## config.mk

```make
export PLATFORM = sky130hd
export DESIGN_NAME = wrapping_integer_alu_unit
export DESIGN_NICKNAME = d
export VERILOG_FILES = /design/src/hw/rtl/wia_pkg.sv /design/src/hw/rtl/wia_mulstep.sv /design/src/hw/rtl/wrapping_integer_alu_unit.sv
export SDC_FILE = /design/constraint.sdc
export NUM_CORES = 2
export LEC_CHECK = 0
export BUFFER_PORTS_ARGS = -buffer_cell sky130_fd_sc_hd__clkbuf_2
export CORE_MARGIN = 1
export CORE_UTILIZATION = 58
export DETAILED_ROUTE_END_ITERATION = 6
export MAX_ROUTING_LAYER = met4
export PLACE_DENSITY_LB_ADDON = 0.3
export SETUP_SLACK_MARGIN = 0.02
export SYNTH_ARGS = -nofsm -noshare
export SYNTH_HDL_FRONTEND = slang
export SYNTH_HIERARCHICAL = 1
export SYNTH_SLANG_ARGS = --single-unit
```

## constraint.sdc

```tcl
create_clock -name clk -period 7.4 [get_ports clk]
set_clock_uncertainty 0.1 [all_clocks]
set_input_delay 0.37 -clock clk [delete_from_list [all_inputs] [get_ports clk]]
set_output_delay 0.37 -clock clk [all_outputs]
set_load 0.03 [all_outputs]
```

## src/hw/rtl/wia_pkg.sv

```systemverilog
// Package: shared constants, operation codes, error codes and sequencer states for the integer ALU.
package wia_pkg;
  localparam int DATA_WIDTH_DEF = 64;

  typedef enum logic [3:0] {
    OP_NEG = 4'd0, OP_NOT = 4'd1, OP_ADD = 4'd2, OP_SUB = 4'd3,
    OP_MUL = 4'd4, OP_DIV = 4'd5, OP_MOD = 4'd6, OP_POW = 4'd7,
    OP_SHL = 4'd8, OP_SAR = 4'd9, OP_SHR = 4'd10
  } op_t;

  typedef enum logic [1:0] {
    ERR_NONE = 2'd0, ERR_DIV = 2'd1, ERR_INVARG = 2'd2
  } err_t;

  typedef enum logic [2:0] {
    ST_IDLE, ST_MUL, ST_DIV, ST_POW_ACC, ST_POW_SQR, ST_SHIFT, ST_DONE
  } state_t;
endpackage

```

## src/hw/rtl/wia_mulstep.sv

```systemverilog
// Module: shift-add multiplier that runs one operand bit per cycle, low product bits only.
module wia_mulstep #(
  parameter int W = wia_pkg::DATA_WIDTH_DEF
) (
  input  logic         clk,
  input  logic         start,
  input  logic [W-1:0] a,
  input  logic [W-1:0] b,
  output logic         busy,
  output logic [W-1:0] prod
);
  localparam int CW = $clog2(W + 1);
  logic [W-1:0]  mcand;
  logic [W-1:0]  mplier;
  logic [CW-1:0] cnt;

  assign busy = (cnt != '0);

  always_ff @(posedge clk) begin
    if (start) begin
      mcand  <= a;
      mplier <= b;
      prod   <= '0;
      cnt    <= CW'(W);
    end else if (busy) begin
      if (mplier[0]) prod <= prod + mcand;
      mcand  <= mcand << 1;
      mplier <= mplier >> 1;
      cnt    <= cnt - 1'b1;
    end
  end
endmodule

```

## src/hw/rtl/wrapping_integer_alu_unit.sv

```systemverilog
// Top level: sequenced integer ALU with shared multiplier, bit-serial divider and shifter.
//
//  channel | dir | fields
//  s_axis  | in  | tuser=action, tdata={rhs,lhs}
//  m_axis  | out | tuser=error_code, tdata={result_value,ok}
//
// Neg/not/add/sub and errors go straight from idle to the done state; mul and
// div/mod run serially, shifts move one bit per cycle, and pow runs an
// accumulate and a square multiply per significant exponent bit on the shared
// one-bit-per-cycle multiplier. s_axis_tready is high only in idle.
// The result is held in an output register until m_axis_tready takes it.
// Reset rst is synchronous and clears the sequencer and output valid.
module wrapping_integer_alu_unit #(
  parameter int DATA_WIDTH = wia_pkg::DATA_WIDTH_DEF
) (
  input  logic         clk,
  input  logic         rst,
  input  logic         s_axis_tvalid,
  output logic         s_axis_tready,
  input  logic [127:0] s_axis_tdata,   // lhs[63:0], rhs[127:64]
  input  logic [3:0]   s_axis_tuser,   // action
  output logic         m_axis_tvalid,
  input  logic         m_axis_tready,
  output logic [71:0]  m_axis_tdata,   // ok[0], result_value[64:1], zero fill
  output logic [1:0]   m_axis_tuser    // error_code
);
  localparam int W  = DATA_WIDTH;
  localparam int CW = $clog2(W + 1);

  wia_pkg::state_t state, state_next;

  logic [W-1:0]  a, b, acc, aux, res;
  logic [3:0]    op;
  logic [CW-1:0] cnt;
  logic          neg_q, neg_r;
  logic          r_ok;
  logic [1:0]    r_err;
  logic          accept;

  logic          mul_start, mul_busy;
  logic [W-1:0]  mul_a, mul_b, prod;

  // operands of the offered item and their checks
  logic [W-1:0]  in_lhs, in_rhs;
  logic          rhs_zero, shift_bad;
  logic [W-1:0]  ma, mb;

  // values loaded into the datapath when an item is accepted
  logic [W-1:0]  ld_res, ld_acc, ld_aux, ld_b;
  logic          ld_ok;
  logic [1:0]    ld_err;
  logic [CW-1:0] ld_cnt;

  logic          launched;  // a multiply has been started in the current state
  logic          pw_start;
  logic [W-1:0]  pw_a, pw_b;
  logic          pw_done;

  logic          out_load;
  logic [W-1:0]  out_val;
  logic          out_ok;

  // remainder trial subtract for the divider
  logic [W:0]    trial;
  logic [W-1:0]  rem_sh;
  assign rem_sh = {acc[W-2:0], aux[W-1]};
  assign trial  = {acc[W-1], rem_sh} - {1'b0, b};

  assign s_axis_tready = (state == wia_pkg::ST_IDLE);
  assign accept = s_axis_tvalid && s_axis_tready;

  assign in_lhs    = s_axis_tdata[0 +: W];
  assign in_rhs    = s_axis_tdata[64 +: W];
  assign rhs_zero  = (in_rhs == '0);
  assign shift_bad = in_rhs[W-1] || (in_rhs >= W'(W));
  assign ma = in_lhs[W-1] ? -in_lhs : in_lhs;
  assign mb = in_rhs[W-1] ? -in_rhs : in_rhs;

  wia_mulstep #(.W(W)) u_mul (
    .clk(clk), .start(mul_start), .a(mul_a), .b(mul_b), .busy(mul_busy), .prod(prod)
  );

  // next-state logic
  always_comb begin
    state_next = state;
    case (state)
      wia_pkg::ST_IDLE: begin
        if (accept) begin
          case (s_axis_tuser)
            wia_pkg::OP_MUL: state_next = wia_pkg::ST_MUL;
            wia_pkg::OP_DIV, wia_pkg::OP_MOD: begin
              state_next = rhs_zero ? wia_pkg::ST_DONE : wia_pkg::ST_DIV;
            end
            wia_pkg::OP_POW: begin
              state_next = (in_rhs[W-1] || rhs_zero) ? wia_pkg::ST_DONE
                                                     : wia_pkg::ST_POW_ACC;
            end
            wia_pkg::OP_SHL, wia_pkg::OP_SAR, wia_pkg::OP_SHR: begin
              state_next = shift_bad ? wia_pkg::ST_DONE : wia_pkg::ST_SHIFT;
            end
            default: state_next = wia_pkg::ST_DONE;
          endcase
        end
      end
      wia_pkg::ST_MUL:     if (!mul_busy && !mul_start) state_next = wia_pkg::ST_DONE;
      wia_pkg::ST_DIV:     if (cnt == CW'(1)) state_next = wia_pkg::ST_DONE;
      wia_pkg::ST_POW_ACC: if (!mul_busy && !mul_start) state_next = wia_pkg::ST_POW_SQR;
      wia_pkg::ST_POW_SQR: begin
        if (!mul_busy && !mul_start)
          state_next = (b == '0) ? wia_pkg::ST_DONE : wia_pkg::ST_POW_ACC;
      end
      wia_pkg::ST_SHIFT:   if (cnt == '0) state_next = wia_pkg::ST_DONE;
      wia_pkg::ST_DONE:    if (!m_axis_tvalid || m_axis_tready) state_next = wia_pkg::ST_IDLE;
      default:             state_next = wia_pkg::ST_IDLE;
    endcase
  end

  // pow multiplier: acc*base or base*base, launched once on state entry
  assign pw_start = !launched && (state == wia_pkg::ST_POW_ACC || state == wia_pkg::ST_POW_SQR);
  always_comb begin
    pw_a = (state == wia_pkg::ST_POW_ACC) ? acc : a;
    pw_b = a;
  end
  assign pw_done = launched && !mul_busy;

  // multiplier launch control
  always_comb begin
    mul_start = 1'b0;
    mul_a = pw_a;
    mul_b = pw_b;
    case (state)
      wia_pkg::ST_IDLE: begin
        mul_start = accept && (s_axis_tuser == wia_pkg::OP_MUL);
        mul_a = in_lhs;
        mul_b = in_rhs;
      end
      wia_pkg::ST_POW_ACC, wia_pkg::ST_POW_SQR: mul_start = pw_start;
      default: mul_start = 1'b0;
    endcase
  end

  assign out_load = (state == wia_pkg::ST_DONE) && (state_next == wia_pkg::ST_IDLE);

  always_ff @(posedge clk) begin
    if (rst) begin
      state <= wia_pkg::ST_IDLE;
      m_axis_tvalid <= 1'b0;
      launched <= 1'b0;
    end else begin
      state <= state_next;
      // load a new result, or drop the one just taken
      m_axis_tvalid <= out_load ? 1'b1 : (m_axis_tvalid && !m_axis_tready);
      launched <= (state_next == state) && (state == wia_pkg::ST_POW_ACC ||
                  state == wia_pkg::ST_POW_SQR) ? 1'b1 : 1'b0;
    end
  end

  // load values for an accepted item; quick operations finish here
  always_comb begin
    ld_ok  = 1'b1;
    ld_err = wia_pkg::ERR_NONE;
    ld_res = '0;
    ld_acc = '0;
    ld_aux = '0;
    ld_b   = in_rhs;
    ld_cnt = CW'(W);
    case (s_axis_tuser)
      wia_pkg::OP_NEG: ld_res = -in_lhs;
      wia_pkg::OP_NOT: ld_res = ~in_lhs;
      wia_pkg::OP_ADD: ld_res = in_lhs + in_rhs;
      wia_pkg::OP_SUB: ld_res = in_lhs - in_rhs;
      wia_pkg::OP_MUL: ld_res = '0;
      wia_pkg::OP_DIV, wia_pkg::OP_MOD: begin
        if (rhs_zero) begin
          ld_ok = 1'b0; ld_err = wia_pkg::ERR_DIV;
        end
        ld_aux = ma;
        ld_b   = mb;
      end
      wia_pkg::OP_POW: begin
        ld_acc = W'(1);
        if (in_rhs[W-1]) begin
          if (in_lhs == '0) begin
            ld_ok = 1'b0; ld_err = wia_pkg::ERR_DIV;
          end else if (in_lhs == '1)
            ld_res = in_rhs[0] ? '1 : W'(1);
          else
            ld_res = (in_lhs == W'(1)) ? W'(1) : '0;
        end else ld_res = W'(1);
      end
      wia_pkg::OP_SHL, wia_pkg::OP_SAR, wia_pkg::OP_SHR: begin
        if (shift_bad) begin
          ld_ok = 1'b0; ld_err = wia_pkg::ERR_INVARG;
        end
        ld_res = in_lhs;
        ld_cnt = in_rhs[CW-1:0];
      end
      default: begin
        ld_ok = 1'b0; ld_err = wia_pkg::ERR_INVARG;
      end
    endcase
  end

  // datapath
  always_ff @(posedge clk) begin
    case (state)
      wia_pkg::ST_IDLE: begin
        if (accept) begin
          op    <= s_axis_tuser;
          a     <= in_lhs;
          b     <= ld_b;
          r_ok  <= ld_ok;
          r_err <= ld_err;
          res   <= ld_res;
          acc   <= ld_acc;
          aux   <= ld_aux;
          cnt   <= ld_cnt;
          neg_q <= in_lhs[W-1] ^ in_rhs[W-1];
          neg_r <= in_lhs[W-1];
        end
      end
      wia_pkg::ST_MUL: if (state_next == wia_pkg::ST_DONE) res <= prod;
      wia_pkg::ST_DIV: begin
        // restoring step: acc is remainder, aux shifts into quotient
        if (!trial[W]) begin
          acc <= trial[W-1:0];
          aux <= {aux[W-2:0], 1'b1};
        end else begin
          acc <= rem_sh;
          aux <= {aux[W-2:0], 1'b0};
        end
        cnt <= cnt - 1'b1;
        if (cnt == CW'(1)) begin
          if (op == wia_pkg::OP_DIV) begin
            res <= neg_q ? -{aux[W-2:0], !trial[W]} : {aux[W-2:0], !trial[W]};
          end else begin
            res <= neg_r ? -(trial[W] ? rem_sh : trial[W-1:0])
                         : (trial[W] ? rem_sh : trial[W-1:0]);
          end
        end
      end
      wia_pkg::ST_POW_ACC: if (pw_done) begin
        if (b[0]) acc <= prod;
        b <= b >> 1;
      end
      wia_pkg::ST_POW_SQR: if (pw_done) begin
        a <= prod;
        if (b == '0) res <= acc;
      end
      wia_pkg::ST_SHIFT: begin
        if (cnt != '0) begin
          case (op)
            wia_pkg::OP_SHL: res <= res << 1;
            wia_pkg::OP_SAR: res <= {res[W-1], res[W-1:1]};
            default:         res <= res >> 1;
          endcase
          cnt <= cnt - 1'b1;
        end
      end
      default: ;
    endcase
  end

  // output register, loaded when leaving the done state
  always_ff @(posedge clk) begin
    if (out_load) begin
      out_val      <= r_ok ? res : '0;
      m_axis_tuser <= r_ok ? wia_pkg::ERR_NONE : r_err;
      out_ok       <= r_ok;
    end
  end
  assign m_axis_tdata = {7'd0, 64'($signed(out_val)), out_ok};
endmodule
```

---- Word level (Yosys, flattened, before mapping) ----
Cells that the tools add are included.
cells by class
  equality and inequality tests ........... 33
  add/sub/neg operators ................... 10
  reduce and logical (&&, ||, !) cells .... 47
  bitwise gates (word level) .............. 2
  $lt $le $gt $ge ......................... 1
  muxes and demuxes ....................... 73
operator list
  operator                                                                               count
  64-bit 2-to-1 mux                                                                      33
  64-bit case mux with 2 select lines                                                    4
  64-bit case mux with 6 select lines                                                    1
  64-bit case mux with 5 select lines                                                    1
  64-bit negator                                                                         4
  64-bit zero test                                                                       3
  64-bit case mux with 3 select lines                                                    1
  64-bit adder                                                                           2
  65-bit by 64-bit subtractor with 65-bit output                                         1
  64-bit by 1-bit equality test with 1-bit output (second input constant)                1
  64-bit equality test (second input constant)                                           1
  64-bit by 7-bit greater-or-equal comparator with 1-bit output (second input constant)  1
  64-bit NOT                                                                             1
  64-bit subtractor                                                                      1
  3-bit 2-to-1 mux                                                                       10
  7-bit 2-to-1 mux                                                                       3
  3-bit case mux with 7 select lines                                                     1
  7-bit case mux with 3 select lines                                                     1
  4-bit by 3-bit equality test with 1-bit output (second input constant)                 5
  4-bit equality test (second input constant)                                            5
  2-bit != test (second input constant)                                                  7
  7-bit nonzero test                                                                     2
  7-bit by 1-bit subtractor with 7-bit output (second input constant)                    2
  3-bit equality test (second input constant)                                            4
  31 further kinds                                                                       71
storage, ports and cells
  input port bits ......................... 136
  register bits ........................... 607

---- Longest topological paths before layout ----
  depth after elaboration ................. 11
  gate-level depth with buffers ........... 28

---- Hierarchy ----
The synthesis kept the hierarchy.
modules (own cells, without submodules)
  module                     area an instance (um2)  seq. area each (um2)  cells each  instances
  wrapping_integer_alu_unit  40685.3                 12201.7               5267        1
  wia_mulstep                11753.8                 5265.0                1146        1

---- Least setup slack after synthesis ----
OpenSTA, ideal clock, no wires.
  path kind ............................... reg-to-reg
  from .................................... register u_mul.cnt[0]
  to ...................................... register b[0] (enable)
  path slack .............................. 0.426 ns
  cell stages (with the launch flop) ...... 10
  required time ........................... 6.726 ns
  setup time .............................. 0.574 ns
  arrival time ............................ 6.299 ns
  period minus slack after synthesis ...... 6.974 ns
  cells stage by stage .................... dfxtp_1 > inv_1 > ha_1 > nand2_1 > or3_1 > nor2_1 > inv_1 > nor2_1 > nor2_1 > o21ai_0
between the ends
  cells in the longest elaborated chain, start to end .. 5
ends and longest elaborated chain
  what                           line                              RTL
  start: declaration             wia_mulstep.sv:15                 logic [CW-1:0] cnt;
  start signal: assignment       wia_mulstep.sv:24                 cnt <= CW'(W);
  start signal: assignment       wia_mulstep.sv:29                 cnt <= cnt - 1'b1;
  7-bit nonzero test             wia_mulstep.sv:17                 assign busy = (cnt != '0);
  named net mul_busy             wrapping_integer_alu_unit.sv:40   logic mul_start, mul_busy;
  1-bit zero test                wrapping_integer_alu_unit.sv:124  assign pw_done = launched && !mul_busy;
  1-bit logical AND              wrapping_integer_alu_unit.sv:124
  2-bit != test (no line)        -
  3-bit AND reduction (no line)  -
  end signal: assignment         wrapping_integer_alu_unit.sv:211  b <= ld_b;
  end signal: assignment         wrapping_integer_alu_unit.sv:244  b <= b >> 1;
  end: declaration               wrapping_integer_alu_unit.sv:32   logic [W-1:0] a, b, acc, aux, res;
The timed path passes the listed nets, and every way through them passes these cells.
A chain may end at the register's enable or synchronous reset.

---- Worst setup path in the final report ----
  from .................................... register b[0]
  to ...................................... register res[54], data pin
between the ends
  cells in the longest elaborated chain, start to end .. 7
  elaborated cells between the ends (all ways) .. 10
  classes of those cells .................. 3 x add/sub; 6 x mux; 1 x reduce/logical
ends and longest elaborated chain
  what                                                  line                                                                                                  RTL
  65-bit by 64-bit subtractor with 65-bit output (*)    wrapping_integer_alu_unit.sv:67                                                                       assign trial = {acc[W-1], rem_sh} - {1'b0, b};
  64-bit 2-to-1 mux or 1-bit zero test (tied branches)  wrapping_integer_alu_unit.sv:237, wrapping_integer_alu_unit.sv:238, wrapping_integer_alu_unit.sv:235
  64-bit negator (on tied branches)                     wrapping_integer_alu_unit.sv:237, wrapping_integer_alu_unit.sv:235
  64-bit 2-to-1 mux (on tied branches)                  wrapping_integer_alu_unit.sv:237, wrapping_integer_alu_unit.sv:235
  64-bit 2-to-1 mux (*)                                 wrapping_integer_alu_unit.sv:234                                                                      if (op == wia_pkg::OP_DIV) begin
  64-bit 2-to-1 mux (*)                                 wrapping_integer_alu_unit.sv:233                                                                      if (cnt == CW'(1)) begin
  64-bit case mux with 5 select lines (*)               wrapping_integer_alu_unit.sv:206                                                                      case (state)
  end signal: assignment                                wrapping_integer_alu_unit.sv:214                                                                      res <= ld_res;
  end signal: assignment                                wrapping_integer_alu_unit.sv:235                                                                      res <= neg_q ? -{aux[W-2:0], !trial[W]} : {aux[W-2:0], !trial[W]};
  end signal: assignment                                wrapping_integer_alu_unit.sv:237                                                                      res <= neg_r ? -(trial[W] ? rem_sh : trial[W-1:0])
  end: declaration                                      wrapping_integer_alu_unit.sv:32
Every way passes the cells marked *; elsewhere a longest branch is shown, timed or not. The select of a mux whose other input is x is not followed.

==> results.yml <==
floorplan:
  die_h_um: 303
  floorplan.initialDensity_pct: 59.0
  floorplan.die_area_sq_um: 91600
  die_w_um: 303
  placeableCoreArea_sq_um: 88900
  num_rows: 109
  boundaryPins: 212
sta:
  timing.final.crit_share_pct: 97.7
  grt_setup_unrepaired: "false"
  timing.max_slew.rel_slack_pct: -4.26
  final-setup-viol-count: 0
  finalSetupTns_ns: 0
  timing_hold_violations_final: 0
  transition_time_at_the_pin_with_the_least_slew_margin_ns: 1.56
  drv_slew: 15
  post-route-min-period_ns: 7.23
  smallest_hold_slack_ns: 0.0276
  fmax_mhz: 138
yosys:
  asyncSetResetFlopFracSynth_pct: 0
  synth_sequential_area_ratio_pct: 33.3
  synth-edff-count: 531
  synth.yosys.warnings: 6
  synthCells: 6413
  syn_avg_cell_area_sq_um: 8.18
  post_synthesis_cell_type_count: 113
  synth_seq_cells: 607
  synthesized_area_fraction_occupied_by_adder_cells_pct: 4.91
  synth-simple-area-share_pct: 21.1
  synth-xor-area-share_pct: 7.35
  synth_top_family_by_area: "compound AO/OA/AOI/OAI gates"
  synth_compound_area_share_pct: 22.1
  postSynth.topFlopCell: "sky130_fd_sc_hd__edfxtp_1"
  syn_area_sq_um: 52400
  muxShareOfSynthArea_pct: 6.43
global_route:
  overall_global_routing_resource_usage_pct: 53.0
  first_global_vias: 48573
  groute.layer.met2.usage_pct: 66.2
  grt_max_degree: 193
  global_route.peak_usage_layer: "met1"
  grt-ovfl-total: 0
  grt_antenna_before_repair: 17
  groute.layer.met1.usage_pct: 68.7
  met3_global_route_usage_pct: 29.5
  grt_first_pass_wirelength_um: 340000
routing:
  detailedRoute.firstIterationViolations: 10296
  routed_wl_um: 243000
  wl_per_cell_um: 32.0
  remaining_drc_errors: 84
  firstDrtPassIters: 7
  post_drt_via_cell_ratio: 7.22
  drtAntennaViolNets: 0
  via_count: 54898
cells_and_area:
  nets: 6695
  multi_input_area_sq_um: 32600
  layout.core_utilization_pct: 64.0
  mostFrequentLayoutCell: "sky130_fd_sc_hd__nand2_1"
  ff_latch_area_sq_um: 17500
  area.growth.synth_to_final_pct: 8.44
  final_layout_size_suffix_gt1_share_pct: 11.7
  fillerInstances: 7709
  final_cell_count_no_fill: 7601
  layout.cells.most_common_list: "sky130_fd_sc_hd__nand2_1 (1006), sky130_fd_sc_hd__edfxtp_1 (531), sky130_fd_sc_hd__o21ai_0 (517)"
clock_tree:
  clock_tree.buffer_depth: 3
  clock_tree.root_cell: "sky130_fd_sc_hd__clkbuf_16"
  tritoncts: "built"
  clk_pin_slew_worst_paths_ns: 0.07
  worst_skew_pair.late_latency_ns: 0.69
  number_of_buffers_inserted_during_clock_tree_synthesis: 75
  clock_tree.htree_level_count: 3
  cts.sinks: 607
hold_path:
  timing.hold.worst_path_depth: 3
  hold_path_class: "input pin to register"
setup_path:
  start_kind: "register"
  maximum_fanout_count_along_the_critical_path: 13
  reg2reg_depth: 23
  setup.worst_path.class: "register to register"
  worst_ep_required_time_ns: 7.70
  timing.critical_path.arrival_ns: 7.53
  endpoint_kind: "register"
placed_design:
  post-dp-hpwl_um: 185000
  place_congestion: 1.13
  portBuffers: 204
  dp_cells: 7440
pwr:
  cellPowerDensity_nw_per_um2: 358
  fin_total_pwr_uw: 20400
  vdd.ir_drop.worst_v: 0.000286
  leakagePower_uw: 0.0216
flow_run:
  cap_violations: 4
run_status:
  violations: "design-rule violations, max-capacitance violations, max-slew violations"
  result_of_the_run: "finished with violations"
## critical path, stage by stage (launching register included)
cell and delay [ns]:
sky130_fd_sc_hd__edfxtp_1 0.55, sky130_fd_sc_hd__ha_1 0.31, sky130_fd_sc_hd__fa_1 0.42, sky130_fd_sc_hd__nor2b_1 0.24, sky130_fd_sc_hd__o21bai_1 0.12, sky130_fd_sc_hd__a21boi_1 0.37, sky130_fd_sc_hd__o2111ai_1 0.41, sky130_fd_sc_hd__a21oi_2 0.34
sky130_fd_sc_hd__o21ba_2 0.31, sky130_fd_sc_hd__nor3_4 0.07, sky130_fd_sc_hd__inv_2 0.24, sky130_fd_sc_hd__buf_4 0.20, sky130_fd_sc_hd__ha_1 0.22, sky130_fd_sc_hd__and2_1 0.18, sky130_fd_sc_hd__nand2_1 0.17, sky130_fd_sc_hd__or4_1 0.60
sky130_fd_sc_hd__or3_1 0.48, sky130_fd_sc_hd__nor4_1 0.27, sky130_fd_sc_hd__nor2_1 0.13, sky130_fd_sc_hd__a21oi_1 0.18, sky130_fd_sc_hd__xor2_1 0.25, sky130_fd_sc_hd__o22ai_1 0.12, sky130_fd_sc_hd__a2111oi_1 0.50, sky130_fd_sc_hd__nand3b_1 0.15
## worst paths after layout
| check | startpoint | to | slack [ns] |
|---|---|---|---|
| worst min-delay path | s_axis_tdata[69] | cnt[5] | 0.03 |
| worst min register to register | u_mul/cnt[6] | u_mul/cnt[6] | 0.39 |
| worst max-delay path | b[0] | res[54] | 0.17 |
| worst max register to register | b[0] | res[54] | 0.17 |
## where the power goes
group	leakage (uW)	total (uW)	switching [uW]	internal (uW)
sequential	0.00597	6340	1410	4930
clock	0.00128	4060	1670	2390
combinational	0.0144	9970	6490	3480
total	0.0216	20400	9560	10800
## cell type report
| cell class | count | share of cell area, % |
|---|---|---|
| sequential | 607 | 30.7 |
| inverter | 154 | 1.02 |
| antenna | 18 | 0.0792 |
| tap | 1165 | 2.56 |
| multi-input combinational | 5184 | 57.4 |
| clock inverter | 49 | 1.08 |
| timing repair buffer | 333 | 3.60 |
| clock buffer | 91 | 3.52 |
## through the flow
stage          area [sq um]  worst slack (ns)
6_report              56900             0.174
5_1_grt               56900            0.0376
4_1_cts               56800             0.123
3_5_place_dp          54200             0.122
3_3_place_gp          54200             0.202
2_1_floorplan         52500             0.426
## registers in the layout (all words and copies together) (netlist names), 3 cells and up
name / cells
u_mul/mcand: 64
u_mul/mplier: 64
u_mul/prod: 64
out_val: 64
a: 64
aux: 64
res: 64
state: 3
op: 4
u_mul/cnt: 7
cnt: 7
acc: 64
b: 64
## routing by layer
layer	vias to the layer above	wire length, um
met5	-	0
met4	0	13500
met3	817	49000
met2	4704	90400
met1	25974	90600
li1	23403	-
## cell usage after synthesis, drive strengths merged (78+ instances only)
| master | n | area [sq um] |
|---|---|---|
| nand2 | 1011 | 3790 |
| mux2i | 122 | 1220 |
| and2 | 100 | 631 |
| a21oi | 513 | 2590 |
| edfxtp | 531 | 15900 |
| ha | 201 | 2510 |
| mux2 | 191 | 2150 |
| clkbuf | 392 | 1480 |
| xnor2 | 215 | 1880 |
| nor3 | 141 | 716 |
| inv | 154 | 578 |
| a31oi | 99 | 671 |
| nand4 | 103 | 644 |
| or3 | 100 | 626 |
| xor2 | 225 | 1970 |
| o21ai | 546 | 2740 |
| nand3 | 94 | 475 |
| a21o | 84 | 631 |
| o211ai | 78 | 586 |
| buf | 82 | 450 |
| nor2 | 490 | 1860 |
## repair_timing
item                                    4_1_cts  5_1_grt
endpoints found under the hold margin         6        0
endpoints found under the setup margin        0        3
buffers inserted                              0        0
gates resized for setup                       0        3
hold buffers                                  3        0
## logic make-up after synthesis
| logic type | Yosys count |
|---|---|
| fa+ha+maj | 204 |
| simple gates | 2365 |
| mux | 313 |
| compound gates | 1855 |
| flops | 607 |
| buf+inv | 628 |
| other cells | 1 |
| xor+xnor | 440 |
Power figures use the tool's default switching activity.
